## src/hw/rtl/mifb_pkg.sv

```systemverilog
// Package for the multichannel IIR filter bank sum core.
// Holds payload types, fixed-point constants, controller states and
// the command/status structs shared by the controller and the datapath.
`default_nettype none

package mifb_pkg;

  // Field widths fixed by the item format
  localparam int CHANNEL_W = 4;
  localparam int TAP_W     = 4;
  localparam int VALUE_W   = 24;
  localparam int EST_W     = 32;
  localparam int SUM_W     = 40;
  localparam int PROD_W    = VALUE_W + EST_W;
  localparam int ACC_W     = 64;

  // Coefficient format Q9.14, result rounded back to 15 fractional bits
  localparam int COEF_FRAC_BITS = 14;

  localparam logic signed [ACC_W-1:0] ROUND_HALF = ACC_W'(1) << (COEF_FRAC_BITS - 1);
  localparam logic signed [EST_W-1:0] EST_MAX = {1'b0, {(EST_W-1){1'b1}}};
  localparam logic signed [EST_W-1:0] EST_MIN = {1'b1, {(EST_W-1){1'b0}}};
  localparam logic signed [SUM_W-1:0] SUM_MAX = {1'b0, {(SUM_W-1){1'b1}}};
  localparam logic signed [SUM_W-1:0] SUM_MIN = {1'b1, {(SUM_W-1){1'b0}}};

  typedef enum logic [1:0] {
    ACT_SAMPLE = 2'd0,
    ACT_LOAD_B = 2'd1,
    ACT_LOAD_F = 2'd2,
    ACT_CLEAR  = 2'd3
  } action_e;

  typedef struct packed {
    action_e                     action;
    logic [CHANNEL_W-1:0]        channel;
    logic [TAP_W-1:0]            tap;
    logic signed [VALUE_W-1:0]   value;
    logic                        step_last;
  } in_item_t;

  typedef struct packed {
    logic signed [EST_W-1:0] estimate;
    logic                    saturated;
  } out_item_t;

  typedef enum logic [3:0] {
    ST_CLR_ALL,
    ST_IDLE,
    ST_DECODE,
    ST_CLR_HIST,
    ST_PUSH,
    ST_MAC_B,
    ST_MAC_F,
    ST_DRAIN,
    ST_ROUND,
    ST_ACCUM,
    ST_EMIT
  } ctrl_state_e;

  typedef struct packed {
    logic capture;     // latch the accepted transaction
    logic load_b;      // write numerator coefficient
    logic load_f;      // write denominator coefficient
    logic clr_sum;     // zero running sum and clip flag
    logic sweep;       // clearing sweep, one entry per cycle
    logic sweep_coef;  // sweep also zeros the coefficient memories
    logic push;        // store new sample, set up ring pointers
    logic issue_b;     // issue one numerator tap
    logic issue_f;     // issue one feedback tap
    logic round;       // round and saturate the channel output
    logic accum;       // store channel output, add into running sum
    logic emit;        // load the output register
  } dp_cmd_t;

  typedef struct packed {
    action_e action;
    logic    ch_ok;
    logic    tap_ok_b;
    logic    tap_ok_f;
    logic    step_last;
    logic    sweep_done;
    logic    tap_last_b;
    logic    tap_last_f;
    logic    pipe_idle;
    logic    out_free;
  } dp_sts_t;

endpackage

`default_nettype wire

```

## src/hw/rtl/mifb_ctrl.sv

```systemverilog
// Controller state machine of the filter bank core.
// Depends on mifb_pkg (states, command and status structs).
`default_nettype none

module mifb_ctrl (
  input  wire logic              clk_i,
  input  wire logic              rst_ni,
  input  wire logic              in_valid_i,
  output logic                   in_ready_o,
  input  wire mifb_pkg::dp_sts_t sts_i,
  output mifb_pkg::dp_cmd_t      cmd_o
);

  mifb_pkg::ctrl_state_e state_q, state_d;

  always_ff @(posedge clk_i or negedge rst_ni) begin
    if (!rst_ni) begin
      state_q <= mifb_pkg::ST_CLR_ALL;
    end else begin
      state_q <= state_d;
    end
  end

  always_comb begin
    state_d = state_q;
    case (state_q)
      mifb_pkg::ST_CLR_ALL: begin
        if (sts_i.sweep_done) state_d = mifb_pkg::ST_IDLE;
      end
      mifb_pkg::ST_IDLE: begin
        if (in_valid_i) state_d = mifb_pkg::ST_DECODE;
      end
      mifb_pkg::ST_DECODE: begin
        case (sts_i.action)
          mifb_pkg::ACT_CLEAR:  state_d = mifb_pkg::ST_CLR_HIST;
          mifb_pkg::ACT_SAMPLE: state_d = sts_i.ch_ok ? mifb_pkg::ST_PUSH : mifb_pkg::ST_IDLE;
          default:              state_d = mifb_pkg::ST_IDLE;
        endcase
      end
      mifb_pkg::ST_CLR_HIST: begin
        if (sts_i.sweep_done) state_d = mifb_pkg::ST_IDLE;
      end
      mifb_pkg::ST_PUSH:  state_d = mifb_pkg::ST_MAC_B;
      mifb_pkg::ST_MAC_B: begin
        if (sts_i.tap_last_b) state_d = mifb_pkg::ST_MAC_F;
      end
      mifb_pkg::ST_MAC_F: begin
        if (sts_i.tap_last_f) state_d = mifb_pkg::ST_DRAIN;
      end
      mifb_pkg::ST_DRAIN: begin
        if (sts_i.pipe_idle) state_d = mifb_pkg::ST_ROUND;
      end
      mifb_pkg::ST_ROUND: state_d = mifb_pkg::ST_ACCUM;
      mifb_pkg::ST_ACCUM: begin
        state_d = sts_i.step_last ? mifb_pkg::ST_EMIT : mifb_pkg::ST_IDLE;
      end
      mifb_pkg::ST_EMIT: begin
        if (sts_i.out_free) state_d = mifb_pkg::ST_IDLE;
      end
      default: state_d = mifb_pkg::ST_IDLE;
    endcase
  end

  always_comb begin
    cmd_o      = '0;
    in_ready_o = 1'b0;
    case (state_q)
      mifb_pkg::ST_CLR_ALL: begin
        cmd_o.sweep      = 1'b1;
        cmd_o.sweep_coef = 1'b1;
      end
      mifb_pkg::ST_IDLE: begin
        in_ready_o    = 1'b1;
        cmd_o.capture = in_valid_i;
      end
      mifb_pkg::ST_DECODE: begin
        cmd_o.load_b  = (sts_i.action == mifb_pkg::ACT_LOAD_B) && sts_i.ch_ok && sts_i.tap_ok_b;
        cmd_o.load_f  = (sts_i.action == mifb_pkg::ACT_LOAD_F) && sts_i.ch_ok && sts_i.tap_ok_f;
        cmd_o.clr_sum = (sts_i.action == mifb_pkg::ACT_CLEAR);
      end
      mifb_pkg::ST_CLR_HIST: cmd_o.sweep   = 1'b1;
      mifb_pkg::ST_PUSH:     cmd_o.push    = 1'b1;
      mifb_pkg::ST_MAC_B:    cmd_o.issue_b = 1'b1;
      mifb_pkg::ST_MAC_F:    cmd_o.issue_f = 1'b1;
      mifb_pkg::ST_DRAIN:    ;
      mifb_pkg::ST_ROUND:    cmd_o.round   = 1'b1;
      mifb_pkg::ST_ACCUM:    cmd_o.accum   = 1'b1;
      mifb_pkg::ST_EMIT:     cmd_o.emit    = sts_i.out_free;
      default:               ;
    endcase
  end

endmodule

`default_nettype wire

```

## config.mk

```make
export PLATFORM = sky130hd
export DESIGN_NAME = mifb_ctrl
export DESIGN_NICKNAME = d
export VERILOG_FILES = /design/src/hw/rtl/mifb_pkg.sv /design/src/hw/rtl/mifb_ctrl.sv
export SDC_FILE = /design/constraint.sdc
export NUM_CORES = 1
export LEC_CHECK = 0
export BUFFER_PORTS_ARGS = -buffer_cell sky130_fd_sc_hd__buf_2
export CORE_MARGIN = 1.5
export CORE_UTILIZATION = 38
export CTS_CLUSTER_DIAMETER = 80
export DETAILED_ROUTE_END_ITERATION = 7
export MAX_ROUTING_LAYER = met4
export PLACE_DENSITY_LB_ADDON = 0.25
export SLEW_MARGIN = 20
export SYNTH_ARGS = -nofsm -noshare
export SYNTH_HDL_FRONTEND = slang
export SYNTH_SLANG_ARGS = --single-unit
export TNS_END_PERCENT = 5
```

## constraint.sdc

```tcl
create_clock -name clk_i -period 1.4 [get_ports clk_i]
set_input_delay 0.28 -clock clk_i [delete_from_list [all_inputs] [get_ports clk_i]]
set_output_delay 0.28 -clock clk_i [all_outputs]
set_load 0.03 [all_outputs]
```

## After elaboration in Yosys (flattened, before gate mapping)

Index checks and enable logic that the tools add are counted.

- Bits in registers: 4
- Latch bits: 0
- RAM bits: 0
- ROM bits: 0
- Output and inout bits: 13
- Word-level logic and storage cells: 49
- Memories: 0

- Add/subtract/negate cells: 0
- Multiply operators: 0
- Div/mod/pow operators: 0
- Magnitude comparators: 0
- Equal/unequal tests: 19
- Shifts and indexed selects: 0
- Mux-type cells: 21
- Bitwise gates (word level): 0
- Reduce and logical (&&, ||, !) cells: 8

Operators with widths:

| kind | number |
|---|---|
| 4-bit one-hot mux with 10 select lines | 1 |
| 4-bit 2-to-1 mux | 7 |
| 4-bit by 3-bit == test with 1-bit output, second input constant | 4 |
| 4-bit == test, second input constant | 3 |
| 1-bit 2-to-1 mux | 10 |
| 2-bit inequality test, second input constant | 5 |
| 4-bit by 2-bit == test with 1-bit output, second input constant | 2 |
| 3-bit 2-to-1 mux | 2 |
| 3-bit one-hot mux with 2 select lines | 1 |
| 6-bit AND reduction | 1 |
| 2-bit == test, second input constant | 2 |
| 4-bit by 1-bit == test with 1-bit output, second input constant | 1 |
| 1-bit logical AND | 4 |
| 4-bit zero test | 1 |
| 2-bit by 1-bit == test with 1-bit output, second input constant | 1 |
| 2-bit zero test | 1 |
| 2-bit by 1-bit inequality test with 1-bit output, second input constant | 1 |
| 2-bit OR reduction | 1 |

## Longest topological paths before layout

Gate-level depths: netlist of run 1.

- Depth after elaboration: 4
- Mapped depth: 5
- Depth with buffers taken out: 5

## Worst setup path before layout of run 1

No wires, ideal clock.

- Path kind: register to output
- From: register state_q[0]
- To: output port cmd_o[7] (netlist bit)
- Arrival time: 1.546 ns
- Slack: -0.426 ns
- Cell stages (with the launch flop): 4
- Buffers on the path: 1
- Cells stage by stage: dfrtp_1 > buf_6 > nor2b_2 > nor4_1

RTL lines:

| item | RTL line | RTL |
|---|---|---|
| start, declared | mifb_ctrl.sv:14 | `mifb_pkg::ctrl_state_e state_q, state_d;` |
| start signal, assigned | mifb_ctrl.sv:18 | `state_q <= mifb_pkg::ST_CLR_ALL;` |
| start signal, assigned | mifb_ctrl.sv:20 | `state_q <= state_d;` |
| end, declared | mifb_ctrl.sv:11 | `output mifb_pkg::dp_cmd_t cmd_o` |

==> results of run 1 <==
-- worst min path at each step --
stage | from | end | slack, ns
after detailed placement | rst_ni | state_q[0]$_DFFE_PN0P_ | 0.08
after global routing | sts_i[0] | state_q[3]$_DFFE_PN0P_ | 0.28
after CTS | sts_i[0] | state_q[3]$_DFFE_PN0P_ | 0.28
after floorplan | rst_ni | state_q[0]$_DFFE_PN0P_ | -0.02
final | sts_i[0] | state_q[3]$_DFFE_PN0P_ | 0.27
after global placement | rst_ni | state_q[3]$_DFFE_PN0P_ | 0.08
-- per-layer routing --
metal | vias up | wire length, microns
met5 | - | 0
met4 | 0 | 73
met3 | 10 | 179
met2 | 54 | 1106
met1 | 327 | 792
li1 | 332 | -
-- where the power goes --
part | total, mW | internal [mW] | switching, mW
logic | 1.83 | 0.926 | 0.907
clock network | 0.169 | 0.0975 | 0.0711
registers | 0.267 | 0.173 | 0.0940
total | 2.27 | 1.20 | 1.07
-- kinds of logic after synthesis --
logic type | after synthesis | share of synthesized area, %
and+or+nand+nor | 30 | 34.24
AOI/OAI and AO/OA | 13 | 18.97
buffers and inverters | 10 | 12.07
adders and majority gates | 4 | 9.853
DFF | 4 | 19.71
muxes | 2 | 5.171
-- synth_stat cells (all sizes together), types with 4 or more instances --
cell type / number / area, sq um
buf: 4 / 38.78
ha: 4 / 50.05
nor3: 4 / 20.02
dfrtp: 4 / 100.1
inv: 6 / 22.52
nor2: 7 / 28.78
nand2: 4 / 15.01
-- what timing repair did --
action	4_1_cts	5_1_grt
setup buffers	2	0
hold endpoints to repair	4	0
pin swaps	5	2
hold buffers	1	0
resized for setup	33	16
gates cloned	0	0
endpoints found under the setup margin	17	17
-- worst max-delay path: stages (launching register included) --
cell     delay (ns)
dfrtp_1        0.39
buf_6          0.14
or2b_4         0.27
buf_6          0.14
nor3_2         0.12
buf_4          0.19
-- per-stage QoR --
step | TNS [ns] | hold WS [ns]
finish | -4.477 | 0.2662
floorplan | -1.245 | -0.01559
global placement | -1.256 | 0.08338
global route | -5.129 | 0.2778
detailed placement | -1.763 | 0.08486
CTS | -4.000 | 0.2775
-- final cells by class --
| class | instances | area (sq um) | share of cell area [%] |
|---|---|---|---|
| flip-flops and latches | 4 | 102.6 | 9.647 |
| repair buffers | 52 | 427.9 | 40.24 |
| well taps | 14 | 17.52 | 1.647 |
| inverters | 6 | 22.52 | 2.118 |
| clock buffers | 3 | 22.52 | 2.118 |
| multi-input cells | 49 | 470.5 | 44.24 |
==> metrics.yaml, run 1 <==
timing:
  finalSetupViolCount: 17
  finalCritPeriodShare_pct: 127.2
  drv_slew: 0
  finalHoldViolations: 0
  tightest_slew_ns: 0.4830
  fin_crit_ns: 1.781
  slew-limit-headroom_pct: 67.72
  worst_slack_ns: -0.3806
  fmax_ghz: 0.5616
  finClkSkew_ns: 0.006086
  grt_setup_unrepaired: "yes"
cts:
  clock-sinks: 4
  tritoncts: "built"
  clock-root-buffer: "clkbuf_4"
  insertion_delay_ns: 0.25
  path_clk_slew_ns: 0.04
  cts_buffers: 3
  cts-htree-levels: 1
  clk_path_buf_depth: 2
yosys:
  synth_edf_count: 0
  synth.cell_area_sq_um: 508.0
  ys_async_sr_fraction_pct: 100.0
  seq_area_frac_synth_pct: 19.70
  ys_ff_latch: 4
  yosysWarnings: 0
  syn_avg_cell_area_sq_um: 8.063
  synthFlopType: "dfrtp_1"
  syn_inst: 63
  synth.distinct_cells: 30
  syn_nets: 81
final_layout:
  fin_cells: 128
  largest_reg_flops: 4
  layout_common_cells: "buf_4, buf_6, buf_2"
  drive_above_1_share_pct: 68.42
  top_regs: "state_q (4)"
  fin_nets: 134
  fillers: 49
  final_common_cell: "buf_4"
  fin_area_sq_um: 1064
  area_growth_syn_to_layout_pct: 109.4
  utilization_pct: 90.81
  antenna_cells: 0
  max_flop_register: "state_q"
routing:
  routed_via_density: 5.648
  dr.pass1.iters: 4
  drt_wl_total_microns: 2152
  drt_iter0_markers: 39
  post-route-drc-count: 0
  vias: 723
  antenna_left: 0
  avgRoutedWirePerCell_microns: 16.81
global_route:
  grt_pass1_vias: 641
  grtUsageMet2_pct: 51.23
  grt_overflow: 0
  antenna_found_initial: 0
  grt_util_met1_pct: 29.90
  track_usage_pct: 28.05
  grt_max_degree: 8
  met3_usage_pct: 4.545
  grt_pass1_wl_microns: 2766
  top_usage_layer: "met2"
pwr:
  p_per_area_nw_per_um2: 2133
  power.total_mw: 2.269
  p_leak_nw: 0.5177
  vdd_ir_drop_max_v: 0.001064
critical_path:
  r2r_setup_slack_ns: -0.32
  required_ns: 1.12
  critPathCaptureType: "output port"
  worstSetupPathType: "register to output port"
  r2r-start: "state_q[2]$_DFFE_PN0P_"
  reg2reg_to: "state_q[1]$_DFFE_PN0P_"
  startpoint: "state_q[2]$_DFFE_PN0P_"
  crit_arrival_ns: 1.50
  setup.worst_path.end: "cmd_o[2]"
  reg2regPathDepth: 5
  setup.worst_path.start_class: "register"
  path_max_fanout: 5
placement:
  hpwlAfterDp_microns: 1232
  post-place-cells: 122
  port_buffers: 26
  routabilityCongestion: 0.8917
  placed_area_sq_um: 835.8
  dp_slack_ns: -0.2435
die:
  row_count: 12
  start_util_pct: 43.38
  die_y_microns: 39.56
  die_w_microns: 39.56
  dieArea_sq_um: 1565
  core_area_sq_um: 1171
  ios: 27
flow_run:
  cap_violations: 0
outcome:
  violations: "setup timing"
  status: "complete, but fails checks"
hold_path:
  hold_class: "input pin to register"
  hold_path_depth: 2
Note: power is estimated with default switching activity, not from simulation.
==> inputs of run 2 (changes only) <==
Settings changed: RECOVER_POWER set to 25.
==> metrics.yaml, run 2 (same netlist as run 1, synthesis figures left out) <==
outcome:
  status: "complete, but fails checks"
  violations: "setup timing"
timing:
  finClkSkew_ns: 0.006086
  fmax_ghz: 0.5616
  slew-limit-headroom_pct: 67.72
  finalSetupViolCount: 17
  drv_slew: 0
  finalCritPeriodShare_pct: 127.2
  finalHoldViolations: 0
  grt_setup_unrepaired: "yes"
  worst_slack_ns: -0.3806
  fin_crit_ns: 1.781
  tns_ns: -4.478
  tightest_slew_ns: 0.4830
global_route:
  track_usage_pct: 28.05
  grt_pass1_wl_microns: 2766
  grt_max_degree: 8
  grt_pass1_vias: 641
  grt_overflow: 0
  antenna_found_initial: 0
placement:
  placed_area_sq_um: 835.8
  port_buffers: 26
  post-place-cells: 122
  routabilityCongestion: 0.8917
  hpwlAfterDp_microns: 1232
routing:
  post-route-drc-count: 0
  dr.pass1.iters: 4
  vias: 723
  routed_via_density: 5.648
  antenna_left: 0
  drt_iter0_markers: 39
  avgRoutedWirePerCell_microns: 16.82
  drt_wl_total_microns: 2153
cts:
  clk_path_buf_depth: 2
  path_clk_slew_ns: 0.04
  cts-htree-levels: 1
  cts_buffers: 3
  tritoncts: "built"
  clock-root-buffer: "clkbuf_4"
  clock-sinks: 4
  insertion_delay_ns: 0.25
pwr:
  p_leak_nw: 0.5149
  vdd_ir_drop_max_v: 0.001064
  power.total_mw: 2.269
  p_per_area_nw_per_um2: 2136
final_layout:
  fillers: 50
  top_regs: "state_q (4)"
  antenna_cells: 0
  drive_above_1_share_pct: 67.54
  fin_cells: 128
  fin_area_sq_um: 1062
  final_common_cell: "buf_4"
  layout_common_cells: "buf_4, buf_6, buf_2"
  largest_reg_flops: 4
  fin_nets: 134
  max_flop_register: "state_q"
  area_growth_syn_to_layout_pct: 109.1
critical_path:
  max_stage_delay_ns: 0.39
  crit_arrival_ns: 1.50
  path_max_fanout: 5
  setup.worst_path.start_class: "register"
  worst_path_max_delay_cell: "dfrtp_1"
  cp_common_cell: "buf_6"
  cpLargestDelayFamily: "buffers and inverters"
  critPathCaptureType: "output port"
  worstSetupPathType: "register to output port"
  crit_buf_inv: 3
  required_ns: 1.12
  path_cells: "buf_6, or2b_4, buf_6, nor3_2, buf_4"
die:
  die_y_microns: 39.56
  start_util_pct: 43.38
  die_w_microns: 39.56
  dieArea_sq_um: 1565
  ios: 27
  core_area_sq_um: 1171
  row_count: 12
flow_run:
  cap_violations: 0
hold_path:
  hold_class: "input pin to register"
[run 2: cell types whose count changed in the layout (fill, tap and decap cells not counted), sizes merged]
| cell | delta |
|---|---|
| buf | -1 |
| clkbuf | +1 |
[run 2: worst register-to-register path, delay by kind of cell (launching register included)]
family | cells | cell delay, ns
flip-flops | 1 | 0.37
AO/OA/AOI/OAI | 2 | 0.45
multiplexers | 2 | 0.66
buffers and inverters | 1 | 0.13
[run 2: metrics by stage]
stage / hold slack (ns) / setup slack [ns] / utilization, %
final: 0.2662 / -0.3806 / 90.71
after global routing: 0.2778 / -0.4020 / 90.71
after CTS: 0.2775 / -0.3544 / 84.72
after detailed placement: 0.08486 / -0.2435 / 71.37
after global placement: 0.08338 / -0.1726 / 71.37
after floorplan: -0.01559 / -0.1490 / -
[run 2: path summary, 6_finish.rpt]
kind                                             start                endpoint  slack (ns)  depth (start not counted)
worst min-delay path                          sts_i[0]  state_q[3]$_DFFE_PN0P_        0.27                          2
worst min register to register  state_q[1]$_DFFE_PN0P_  state_q[1]$_DFFE_PN0P_        0.78                          2
max in group asynchronous                       rst_ni  state_q[3]$_DFFE_PN0P_        0.70                          2
worst max-delay path            state_q[2]$_DFFE_PN0P_                cmd_o[2]       -0.38                          5
worst max register to register  state_q[2]$_DFFE_PN0P_  state_q[1]$_DFFE_PN0P_       -0.32                          5
min in group asynchronous                       rst_ni  state_q[1]$_DFFE_PN0P_        0.47                          2
[run 2: power by group]
group          switching, mW  total (mW)  internal, mW
Combinational          0.907        1.83         0.926
Clock                 0.0711       0.169        0.0975
Sequential            0.0940       0.267         0.173
Total                   1.07        2.27          1.20
[run 2: timing repair]
action	4_1_cts	5_1_grt
setup endpoints to repair	17	17
resized for setup	33	16
pin swaps	5	2
setup buffers	2	0
hold buffers	1	0
gates cloned	0	0
endpoints found under the hold margin	4	0
[run 2: per-layer routing]
layer | up-vias | part of all wire [%] | track usage (%)
met5 | - | 0 | -
li1 | 332 | - | -
met1 | 327 | 37 | 29.90
met4 | 0 | 3.4 | 10.34
met2 | 54 | 51 | 51.23
met3 | 10 | 8.2 | 4.545
[run 2: final cells by class]
type / instances / area, sq um / area share (%)
Clock buffer: 3 / 22.52 / 2.120
Inverter: 6 / 22.52 / 2.120
Multi-Input combinational cell: 49 / 470.5 / 44.29
Sequential cell: 4 / 102.6 / 9.658
Tap cell: 14 / 17.52 / 1.649
Timing Repair Buffer: 52 / 426.7 / 40.16
